`src/hdl/lsn_pkg.sv`:
```
// Package for the spiking network engine: sizes, command codes, the item type
// and the saturation helper. No dependencies.
package lsn_pkg;

    localparam int NEURON_COUNT   = 32;
    localparam int SYNAPSES       = 8;
    localparam int OUTPUT_NEURONS = 8;
    localparam int MAX_RESULTS    = 8;
    localparam int SLOT_TOTAL     = NEURON_COUNT * SYNAPSES;
    localparam int OUT_BASE       = NEURON_COUNT - OUTPUT_NEURONS;
    localparam int IN_DATA_W      = 152;
    localparam logic [7:0]  REFRAC_RESET = 8'd10;
    localparam logic [23:0] SCALE_RESET  = 24'd65536;

    localparam logic [1:0] CMD_SYN   = 2'd0;
    localparam logic [1:0] CMD_NEUR  = 2'd1;
    localparam logic [1:0] CMD_SPIKE = 2'd2;
    localparam logic [1:0] CMD_TICK  = 2'd3;

    localparam logic CFG_REFRAC = 1'b0;
    localparam logic CFG_SCALE  = 1'b1;

    typedef struct packed {
        logic [1:0]  cmd;
        logic [4:0]  neuron;
        logic [2:0]  slot;
        logic [4:0]  source;
        logic        link_valid;
        logic [31:0] weight;
        logic [30:0] threshold;
        logic [30:0] rest_level;
        logic [15:0] leak_gain;
        logic [15:0] decay;
        logic        active;
        logic [7:0]  spike_count;
    } t_item;

    function automatic logic signed [31:0] sat32(input logic signed [63:0] v);
        logic signed [31:0] r;
        if (v > 64'sd2147483647) begin
            r = 32'sh7FFFFFFF;
        end else if (v < -64'sd2147483648) begin
            r = 32'sh80000000;
        end else begin
            r = v[31:0];
        end
        return r;
    endfunction

endpackage

```
`src/hdl/lsn_front.sv`:
```
// Front end: accepts command transactions, unpacks them and holds them in a
// two-entry queue for the engine. Depends on lsn_pkg.
module lsn_front (
    input  logic                            i_clk,
    input  logic                            i_rst_n,
    input  logic                            s_axis_tvalid,
    output logic                            s_axis_tready,
    input  logic [lsn_pkg::IN_DATA_W-1:0]   s_axis_tdata,
    input  logic [1:0]                      s_axis_tuser,
    output logic                            o_valid,
    output lsn_pkg::t_item                  o_item,
    input  logic                            i_pop
);
    lsn_pkg::t_item r_q [2];
    logic           r_wp, r_rp;
    logic [1:0]     r_cnt;
    lsn_pkg::t_item w_in;
    logic           w_push, w_pop;

    always_comb begin
        w_in.cmd         = s_axis_tuser;
        w_in.neuron      = s_axis_tdata[4:0];
        w_in.slot        = s_axis_tdata[7:5];
        w_in.source      = s_axis_tdata[12:8];
        w_in.link_valid  = s_axis_tdata[13];
        w_in.weight      = s_axis_tdata[45:14];
        w_in.threshold   = s_axis_tdata[76:46];
        w_in.rest_level  = s_axis_tdata[107:77];
        w_in.leak_gain   = s_axis_tdata[123:108];
        w_in.decay       = s_axis_tdata[139:124];
        w_in.active      = s_axis_tdata[140];
        w_in.spike_count = s_axis_tdata[148:141];
    end

    assign s_axis_tready = (r_cnt != 2'd2);
    assign w_push        = s_axis_tvalid && s_axis_tready;
    assign o_valid       = (r_cnt != 2'd0);
    assign w_pop         = i_pop && o_valid;
    assign o_item        = r_q[r_rp];

    always_ff @(posedge i_clk) begin
        if (w_push) begin
            r_q[r_wp] <= w_in;
        end
    end

    always_ff @(posedge i_clk) begin
        if (!i_rst_n) begin
            r_wp  <= 1'b0;
            r_rp  <= 1'b0;
            r_cnt <= 2'd0;
        end else begin
            if (w_push) r_wp <= ~r_wp;
            if (w_pop)  r_rp <= ~r_rp;
            r_cnt <= r_cnt + 2'(w_push) - 2'(w_pop);
        end
    end
endmodule

```
`config.mk`:
```
export PLATFORM = sky130hd
export DESIGN_NAME = lsn_front
export DESIGN_NICKNAME = d
export VERILOG_FILES = /design/src/hdl/lsn_pkg.sv /design/src/hdl/lsn_front.sv
export SDC_FILE = /design/constraint.sdc
export NUM_CORES = 1
export LEC_CHECK = 0
export ABC_AREA = 1
export BUFFER_PORTS_ARGS = -buffer_cell sky130_fd_sc_hd__buf_2
export CAP_MARGIN = 10
export CORE_AREA = 2 2 162 164
export CTS_CLUSTER_SIZE = 8
export DETAILED_ROUTE_END_ITERATION = 12
export DIE_AREA = 0 0 164 166
export PLACE_DENSITY = 0.7
export SLEW_MARGIN = 20
export SYNTH_ARGS = -nofsm -noshare
export SYNTH_HDL_FRONTEND = slang
export SYNTH_SLANG_ARGS = --single-unit
```
`constraint.sdc`:
```
create_clock -name i_clk -period 10.6 [get_ports i_clk]
set_input_delay 1.06 -clock i_clk [delete_from_list [all_inputs] [get_ports i_clk]]
set_output_delay 1.06 -clock i_clk [all_outputs]
set_load 0.02 [all_outputs]
```
==> impl_results.md, run 1 <==
* First-pass GRT wire length at between 30,000 and 40,000 um
* Tot Pwr at between 3 and 4 mW
* Die Footprint at 27,200 um2
* Vias per cell at about 4.8
* YS warnings at 0
* Synthesized area per cell at roughly 23 um2
* Startpoint types: flop
* Worst-case clock buffer depth at 3
* Number of buffers created by CTS at 44
* # Post-CTS Setup Buffers at 0
* Total wire length at 21,200 um
* Final non-filler cell total at 1,200
* Crit-path max cell delay at approximately 0.83 ns
* RePlAce Congestion at 0.735
* # IOs at about 310
* Via count at 5,769
* Post-Synthesis Cells at just over 500
* MaxCap Viol Count at 0
* Vias in the first global route at between 5,000 and 6,000
* Status: complete, no violations
* Tcrit/Tclk final at 0.440
* Crit-path slowest cell: buf_4
* Most common cell on crit path: buf_4
* Hold Crit Class: flop to flop
* Final Setup Violations at 0
* Synth Register Bits at about 310
* Root Buffer: clkbuf_16
* Cell Pwr Density at ~260 nW/um2
* Final-report max-slew violation count at 0
* Detailed placer's ending HPWL at about 14,000 um
* Hold buffers post-CTS at 0
* Gr ovfl total at 0
* RSZ-0062 raised after global routing: false
* Largest net degree at the start of global routing at 97
* CP Class: flop to primary output
* Type of element capturing the critical path: primary output
* P&R area growth vs syn at 26.8%
* Initial core utilization at 0.449
* Clock sinks at about 300
* P_int at approximately 2.7 mW
* Switching fraction of total power at 0.279
* Proportion of layout cells with a drive suffix above 1 at 0.598
* Tmin final at about 4.7 ns
* Dpl cells at 1,137
* Setup TNS at 0 ns
* Net Switching at 1.04 mW
* Fmax at approximately 210 MHz
* Final instance area at 14,600 um2
* Combinational group share of total power at 0.245
* Commonest non-fill, non-tap cell in the layout: buf_2
* Skew final at about 0.023 ns
* Crit path DAT at 3.60 ns
* WHS at a little over 0.5 ns
* R2R Setup Slk at about 8.0 ns
* Net Count, Synth at ~670
* Crit-path cells: buf_4 -> buf_4 -> mux2_2 -> buf_2
* Critical path fanouts, max at 60
* Post-route ant nets at 0
* Initial antenna violation count at 4
* Register area share after synthesis at 0.797
* Worst slew pin tran at about 0.97 ns
* CTS clock-pin slew for the worst setup and hold paths at about 0.05 ns
* Crit path required time at 9.54 ns
* Layout Nets at around 1,000
* Die Wd at 164 um
* Die Y at about 170 um
* Final hold vios at 0
* CTS tree: built
* Site Rows at 59
* Leakage at about 5.7 nW
* CTS H-tree lvls at 2
* Port bufs at 307
* Worst skew pair latency at 0.52 ns
* Clock Power Share at 0.327
* Placed Area at around 13,000 um2
* Number of library cell types mapped by synthesis at 12
* Slew HR at 0.354
* Total GRT Usage at 0.150
* Drt first pass iters at 4
* First DRT Iteration DRCs at around 370
* Peak VDD IR at about 170 uV
* WL per Instance at ~18 um
* Post-CTS Resized at 0
* Residual DRC at 0
* Most frequent cells in the layout: buf_2 (307), edfxtp_1 (302), mux2_4 (90), mux2_2 (61), clkbuf_16 (46)
* Sequential power share at 0.428
* Area of the mapped netlist at roughly 12,000 um2
* Core ar. at 25,600 um2
-- stage by stage --
stage	utilization	worst slack, ns
floorplan	-	2.53
global placement	0.522	6.27
detailed placement	0.522	6.31
CTS	0.569	5.74
global route	0.569	5.67
finish	0.569	5.94
-- kinds of logic (layout without fill, tap and decap cells) --
| logic type | count (synthesis) | count (layout) | synth area share |
|---|---|---|---|
| multiplexers | 151 | 151 | 0.177 |
| AND/OR/NAND/NOR | 20 | 20 | 0.00685 |
| buffers and inverters | 24 | 379 | 0.0157 |
| flip-flops | 307 | 307 | 0.797 |
| adder cells (fa/ha/maj) | 2 | 2 | 0.00218 |
| AO/OA/AOI/OAI | 2 | 2 | 0.000870 |
| other | 0 | 4 | 0 |
-- final timing paths --
kind / startpoint / to / depth (start not counted)
worst max-delay path: flop / o_item[56] / 4
worst min-delay path: r_rp / flop / 2
worst max register to register: r_cnt[0] / r_q[1][27] / 5
worst min register to register: r_rp / flop / 2
-- power groups by stage --
stage	sequential, mW	combinational, mW	clock [mW]
3_5_place_dp	1.63	0.931	0
5_1_grt	1.62	0.981	1.30
3_3_place_gp	1.62	0.929	0
2_1_floorplan	1.63	0.687	0
4_1_cts	1.61	0.934	1.25
6_report	1.60	0.917	1.22
-- registers in the layout, indices dropped and copies added (netlist names), named ones only --
signal	cells
r_wp	1
r_q	302
r_cnt	2
r_rp	1
-- area by class of cell --
cell class | count | area, um2
repair buffers | 313 | 1580
clock buffers | 57 | 1190
clock inverters | 2 | 21.3
flip-flops and latches | 307 | 9170
multi-input cells | 175 | 2160
fillers | 1961 | 11000
well taps | 335 | 419
inverters | 7 | 31.3
diodes | 4 | 10.0
-- routing by layer --
layer | vias up | track usage | share of wire
met4 | 0 | 0.0603 | 0.029
met3 | 48 | 0.0529 | 0.096
met2 | 251 | 0.250 | 0.48
met1 | 2785 | 0.176 | 0.39
met5 | - | 0 | 0
li1 | 2685 | - | -
-- synth_stat cells --
cell type    n  area share
ha_1         2      0.0022
nor2_1       8      0.0026
dfxtp_1      5      0.0087
buf_6       11       0.011
buf_2        6      0.0026
mux2_2      61       0.060
edfxtp_1   302        0.79
nand3_1      3      0.0013
nand2_1      9      0.0029
inv_1        7      0.0023
a21oi_1      2     0.00087
mux2_4      90        0.12
-- worst max-delay path: cells and delay by family, from the launching register on --
family                 cells  cell delay [ns]
multiplexers               1             0.41
flip-flops                 1             0.81
buffers and inverters      3             1.82
No activity file was read; power rests on OpenSTA's default activity.
==> run 2, diff against run 1 <==
==> constraint.sdc (replaced) <==
create_clock -name i_clk -period 4.7 [get_ports i_clk]
set_input_delay 0.47 -clock i_clk [delete_from_list [all_inputs] [get_ports i_clk]]
set_output_delay 0.47 -clock i_clk [all_outputs]
set_load 0.02 [all_outputs]
==> run 2 against run 1 <==
Die area unchanged. Setup slack lost 4.1 ns. Wire length shrank 0.80%. Sequential share of layout area about the same. Via count fell by 1.1%. Largest cell class unchanged. Highest routed layer is now met5.
==> impl_results.md, run 2 (synthesis gave the netlist of run 1 again) <==
* Initial core utilization at 0.449
* Vias in the first global route at slightly above 6,000
* Crit-path slowest cell: dfxtp_4
* Final Setup Violations at 0
* CTS tree: built
* Worst hold path depth at 1
* Final instance area at roughly 15,000 um2
* Die Y at 166 um
* First-pass GRT wire length at about 32,000 um
* Hold path start: s_axis_tdata[119]
* Proportion of layout cells with a drive suffix above 1 at 0.600
* Most frequent cells in the layout: buf_2 (307), edfxtp_1 (302), mux2_4 (90), mux2_2 (61), clkbuf_16 (45)
* Worst r2r path cells at 6
* Gr ovfl total at 0
* # Post-CTS Setup Buffers at 0
* Initial antenna violation count at 5
* Die Wd at 164 um
* Leakage at roughly 5.7 nW
* Crit path DAT at approximately 2.4 ns
* Worst-case clock buffer depth at 3
* R2R Path Start: r_cnt[0]
* Hold buffers post-CTS at 0
* Type of element capturing the critical path: primary output
* Final-report max-slew violation count at 0
* P&R area growth vs syn at 26.9%
* Hold Crit Class: primary input to flop
* Max FFs per register at slightly above 300
* Area of the multi-input gates at 2160 um2
* Startpoint types: flop
* Final hold vios at 0
* Site Rows at 59
* CTS H-tree lvls at 2
* Core ar. at between 20,000 and 30,000 um2
* Port bufs at between 300 and 400
* Place WS at between 2 and 2.5 ns
* Status: complete, no violations
* Root Buffer: clkbuf_16
* Largest net degree at the start of global routing at 90
* Total GRT Usage at 0.153
* Detailed placer's ending HPWL at roughly 14,000 um
* Critical path fanouts, max at between 50 and 60
* Total wire length at between 20,000 and 25,000 um
* Drt first pass iters at 4
* WL per Instance at around 18 um
* # fillers at slightly below 2,000
* CP Class: flop to primary output
* Number of buffers created by CTS at 44
* Residual DRC at 0
* Commonest non-fill, non-tap cell in the layout: buf_2
* Via count at 5,704
* Tmin final at between 2 and 3 ns
* Layout Nets at a little over 1,000
* Worst Hold End: r_q[0][36]
* # IOs at around 310
* Worst flop-to-flop path endpoint: r_q[0][110]
* Post-CTS Resized at 0
* Vias per cell at ~4.8
* Skew final at between 0.01 and 0.015 ns
* Slack of the critical path at 1.83 ns
* Biggest registers after layout: r_q: 302 flops, r_cnt: 2 flops
* First DRT Iteration DRCs at between 300 and 400
* CTS clock-pin slew for the worst setup and hold paths at 0.05 ns
* Peak VDD IR at 426 uV
* MaxCap Viol Count at 0
* Crit path required time at 4.23 ns
* Slew HR at 0.325
* Worst skew pair latency at slightly above 0.5 ns
* Most flops, register: r_q
* Cell Pwr Density at around 580 nW/um2
* R2R Setup Slk at 2.52 ns
* Worst slew pin tran at 1.01 ns
* Placed Area at 13,400 um2
* Tcrit/Tclk final at 0.610
* Crit-path max cell delay at roughly 0.85 ns
* Die Footprint at roughly 27,000 um2
* Sequential Area at roughly 9200 um2
* Post-route ant nets at 0
* RePlAce Congestion at roughly 0.73
* Fmax at between 300 and 400 MHz
* Clock sinks at roughly 310
* Crit-path cells: buf_12 -> mux2_2 -> buf_2
* RSZ-0062 raised after global routing: false
* Setup TNS at 0 ns
run 2: worst max path at each step:
stage	from	to	slack, ns	cells past startpoint
3_5_place_dp	flop	o_item[43]	2.33	3
2_1_floorplan	r_cnt[0]	r_q[1][0]	0.55	4
5_1_grt	flop	o_item[47]	1.69	3
4_1_cts	flop	o_item[43]	1.78	3
6_report	flop	o_item[47]	1.83	3
3_3_place_gp	flop	o_item[43]	2.32	3
run 2: stage by stage:
| stage | cells | hold WS [ns] | util | power, mW |
|---|---|---|---|---|
| after global routing | 1196 | 0.120 | 0.570 | 8.79 |
| after CTS | 1194 | 0.118 | 0.569 | 8.53 |
| after global placement | 1137 | 0.485 | 0.523 | 5.75 |
| after floorplan | 506 | 0.467 | - | 5.17 |
| final | 1198 | 0.143 | 0.570 | 8.40 |
| after detailed placement | 1137 | 0.493 | 0.523 | 5.78 |
run 2: cell type report:
class | count | share of cell area
tap | 335 | 0.0287
clock buffer | 54 | 0.0795
antenna | 4 | 0.000686
inverter | 7 | 0.00214
multi-input combinational | 175 | 0.148
sequential | 307 | 0.628
clock inverter | 3 | 0.00171
timing repair buffer | 313 | 0.111
run 2: power breakdown:
| part | internal [mW] | switching [mW] | leakage (nW) |
|---|---|---|---|
| combinational | 0.880 | 1.20 | 2.21 |
| clock | 1.70 | 1.00 | 0.574 |
| sequential | 3.48 | 0.140 | 2.86 |
run 2: critical path: cells and delay by family, from the launching register on:
kind	cells	cell delay (ns)
buffers and inverters	2	0.59
DFF	1	0.85
muxes	1	0.38
run 2: metal layers:
layer | global-route usage | share of wire | wire length (um) | vias to the layer above
met5 | 0 | 0.00062 | 13 | -
met2 | 0.262 | 0.50 | 10500 | 227
li1 | - | - | - | 2685
met1 | 0.175 | 0.38 | 7990 | 2736
met3 | 0.0594 | 0.093 | 1960 | 54
met4 | 0.0534 | 0.027 | 562 | 2
==> run 3, diff against run 2 <==
--- a/config.mk
+++ b/config.mk
@@ -5,7 +5,7 @@
 export SDC_FILE = /design/constraint.sdc
 export NUM_CORES = 1
 export LEC_CHECK = 0
-export ABC_AREA = 1
+export ABC_AREA = 0
 export BUFFER_PORTS_ARGS = -buffer_cell sky130_fd_sc_hd__buf_2
 export CAP_MARGIN = 10
 export CORE_AREA = 2 2 162 164
==> constraint.sdc (replaced) <==
create_clock -name i_clk -period 2.95 [get_ports i_clk]
set_input_delay 0.295 -clock i_clk [delete_from_list [all_inputs] [get_ports i_clk]]
set_output_delay 0.295 -clock i_clk [all_outputs]
set_load 0.02 [all_outputs]
==> run 3 against run 2 <==
Power increased by 65%. Largest cell class unchanged. Register-to-register slack worse by 1.4 ns. Largest power group unchanged. Sequential share of layout area decreased by 6.2 points. Die area stayed put. Clock power is 64% higher. Setup slack got worse by 1.4 ns.
==> impl_results.md, run 3 <==
* CTS clock-pin slew for the worst setup and hold paths at ~0.050 ns
* Critical path fanouts, max at 49
* Final Setup Violations at 0
* Hold buffers post-CTS at 151
* Most flops, register: r_q
* Setup TNS at 0 ns
* Vias per cell at ~4.8
* Slew HR at 0.467
* WL per Instance at around 18 um
* Worst r2r path cells at 3
* Clock sinks at just over 300
* Die Wd at 164 um
* Crit path DAT at about 2.2 ns
* Top Family by Delay on Critical Path: flip-flops
* Total GRT Usage at 0.176
* Skew final at ~0.019 ns
* Total wire length at ~25,000 um
* Tmin final at 2.50 ns
* Tot Pwr at around 14 mW
* Dpl cells at ~1,100
* First DRT Iteration DRCs at 368
* Hold Crit Class: primary input to flop
* Status: complete, no violations
* Placed Area at ~13,000 um2
* CTS H-tree lvls at 2
* Bufs and invs on worst path at 2
* Port bufs at 307
* Most frequent cells in the layout: buf_2 (307), edfxtp_1 (302), dlygate4sd3_1 (151), mux2_4 (90), mux2_2 (61)
* Core ar. at between 20,000 and 30,000 um2
* Vias in the first global route at 6,941
* P&R area growth vs syn at 40.8%
* Crit-path max cell delay at between 0.6 and 0.7 ns
* # fillers at 1,789
* Final-report max-slew violation count at 0
* Startpoint types: flop
* Synth area leaders: edfxtp_1 (79%), mux2_4 (12%), mux2_2 (6.0%)
* R2R Path Start: r_cnt[0]
* Drt first pass iters at 5
* Crit-path slowest cell: dfxtp_4
* Largest net degree at the start of global routing at around 120
* Commonest non-fill, non-tap cell in the layout: buf_2
* First-pass GRT wire length at about 37,000 um
* Leakage at roughly 6.3 nW
* # IOs at a little over 300
* Worst skew pair latency at 0.52 ns
* CTS tree: built
* # Post-CTS Setup Buffers at 0
* Area of the mapped netlist at between 10,000 and 15,000 um2
* Crit path required time at 2.65 ns
* Synthesized area per cell at around 23 um2
* Die Footprint at between 20,000 and 30,000 um2
* Site Rows at between 50 and 60
* Post-Synthesis Cells at roughly 490
* Number of library cell types mapped by synthesis at 18
* Cell Pwr Density at 853 nW/um2
* CP endpoint: o_item[11]
* Root Buffer: clkbuf_16
* Biggest registers after layout: r_q: 302 flops, r_cnt: 2 flops
* Initial antenna violation count at 2
* Final non-filler cell total at roughly 1,300
* R2R Setup Slk at 1.14 ns
* Synth Register Bits at around 310
* YS warnings at 0
* Type of element capturing the critical path: primary output
* Most common cell in the synthesized netlist: edfxtp_1
* Tcrit/Tclk final at 0.846
* Synth top area share at 0.789
* Net Count, Synth at 654
* CP Class: flop to primary output
* Worst-case clock buffer depth at 3
* Crit. path cell count at 3
* Post-synth top area cell: edfxtp_1
* Crit-path cells: buf_12 -> mux2_2 -> buf_2
* Peak VDD IR at ~620 uV
* Max FFs per register at 302
* Final instance area at 16,200 um2
* Number of buffers created by CTS at 44
* Post-route ant nets at 0
* Register area share after synthesis at 0.798
* Via count at 6,435
* Fmax at 401 MHz
* Residual DRC at 0
* Die Y at approximately 170 um
* Proportion of layout cells with a drive suffix above 1 at 0.521
* Layout Nets at between 1,000 and 1,500
* Detailed placer's ending HPWL at approximately 14,000 um
* Worst slew pin tran at approximately 0.80 ns
* Final hold vios at 0
* Initial core utilization at 0.449
* MaxCap Viol Count at 0
* Core Util, Final at 0.632
* Top FF cell, synth: edfxtp_1
* RSZ-0062 raised after global routing: false
* Post-CTS Resized at 0
* Ys async rst share at 0
* RePlAce Congestion at around 0.74
* Synth cell count leaders: edfxtp_1 (302), mux2_4 (90), mux2_2 (61)
* Worst flop-to-flop path endpoint: r_q[1][140]
* Post-synth EDFFs at 302
* Gr ovfl total at 0
## run 3: changes by cell type in the layout (fill, tap and decap cells not counted), sizes merged, moves of 3 or more
cell         previous run  this run
nor2                    8         1
dlygate4sd3             0       151
nand3                   3         0
inv                     9         3
xnor2                   0         3
nand2                   9         2
## run 3: layout make-up
type	count	area (um2)	area share
Multi-Input combinational cell	169	2200	0.136
Clock buffer	54	1160	0.0716
Clock inverter	3	47.5	0.00294
Antenna cell	2	5.00	0.000309
Timing Repair Buffer	466	3180	0.197
Inverter	1	3.75	0.000232
Tap cell	335	419	0.0259
Sequential cell	307	9170	0.567
## run 3: per-layer routing
metal  track usage  vias to the layer above  wire (um)
met5             0                        -          0
met4        0.0652                        0        690
met3        0.0559                       51       2020
met2         0.318                      270      12600
met1         0.192                     3168       9370
li1              -                     2946          -
## run 3: worst min-delay path by stage
stage | start | end | slack (ns) | cells after the start
floorplan | s_axis_tdata[141] | r_q[0][0] | 0.39 | 0
global placement | s_axis_tdata[19] | r_q[0][108] | 0.48 | 1
detailed placement | s_axis_tdata[119] | r_q[1][36] | 0.49 | 1
CTS | i_rst_n | r_cnt[1] | 0.03 | 2
global route | i_rst_n | flop | 0.06 | 2
finish | i_rst_n | r_cnt[0] | 0.06 | 2
## run 3: worst register-to-register path, stage by stage (launching register included)
cell and delay (ns):
dfxtp_2 0.35, nand2b_4 0.15, and3_4 0.27, buf_12 0.40
## run 3: cell families (layout without fill, tap and decap cells)
logic type,count (synthesis),after routing,share of synthesized area
other cells,0,2,0
fa+ha+maj,2,2,0.00218
simple gates,11,11,0.00533
compound gates,1,1,0.000653
buf+inv,18,524,0.0137
mux,152,152,0.178
xor+xnor,3,3,0.00229
flops,307,307,0.798
## run 3: power by group
part           switching, mW  leakage [nW]  total [mW]  internal [mW]
Sequential             0.210          2.86        5.70           5.49
Clock                   1.63         0.588        4.43           2.80
Combinational           2.04          2.83        3.68           1.64
Total                   3.88          6.29        13.8           9.93
## run 3: stage by stage
step           setup WS (ns)  hold WS, ns
6_report               0.455       0.0605
5_1_grt                0.362       0.0635
4_1_cts                0.415       0.0324
3_5_place_dp           0.978        0.486
3_3_place_gp           0.986        0.482
2_1_floorplan         -0.278        0.394
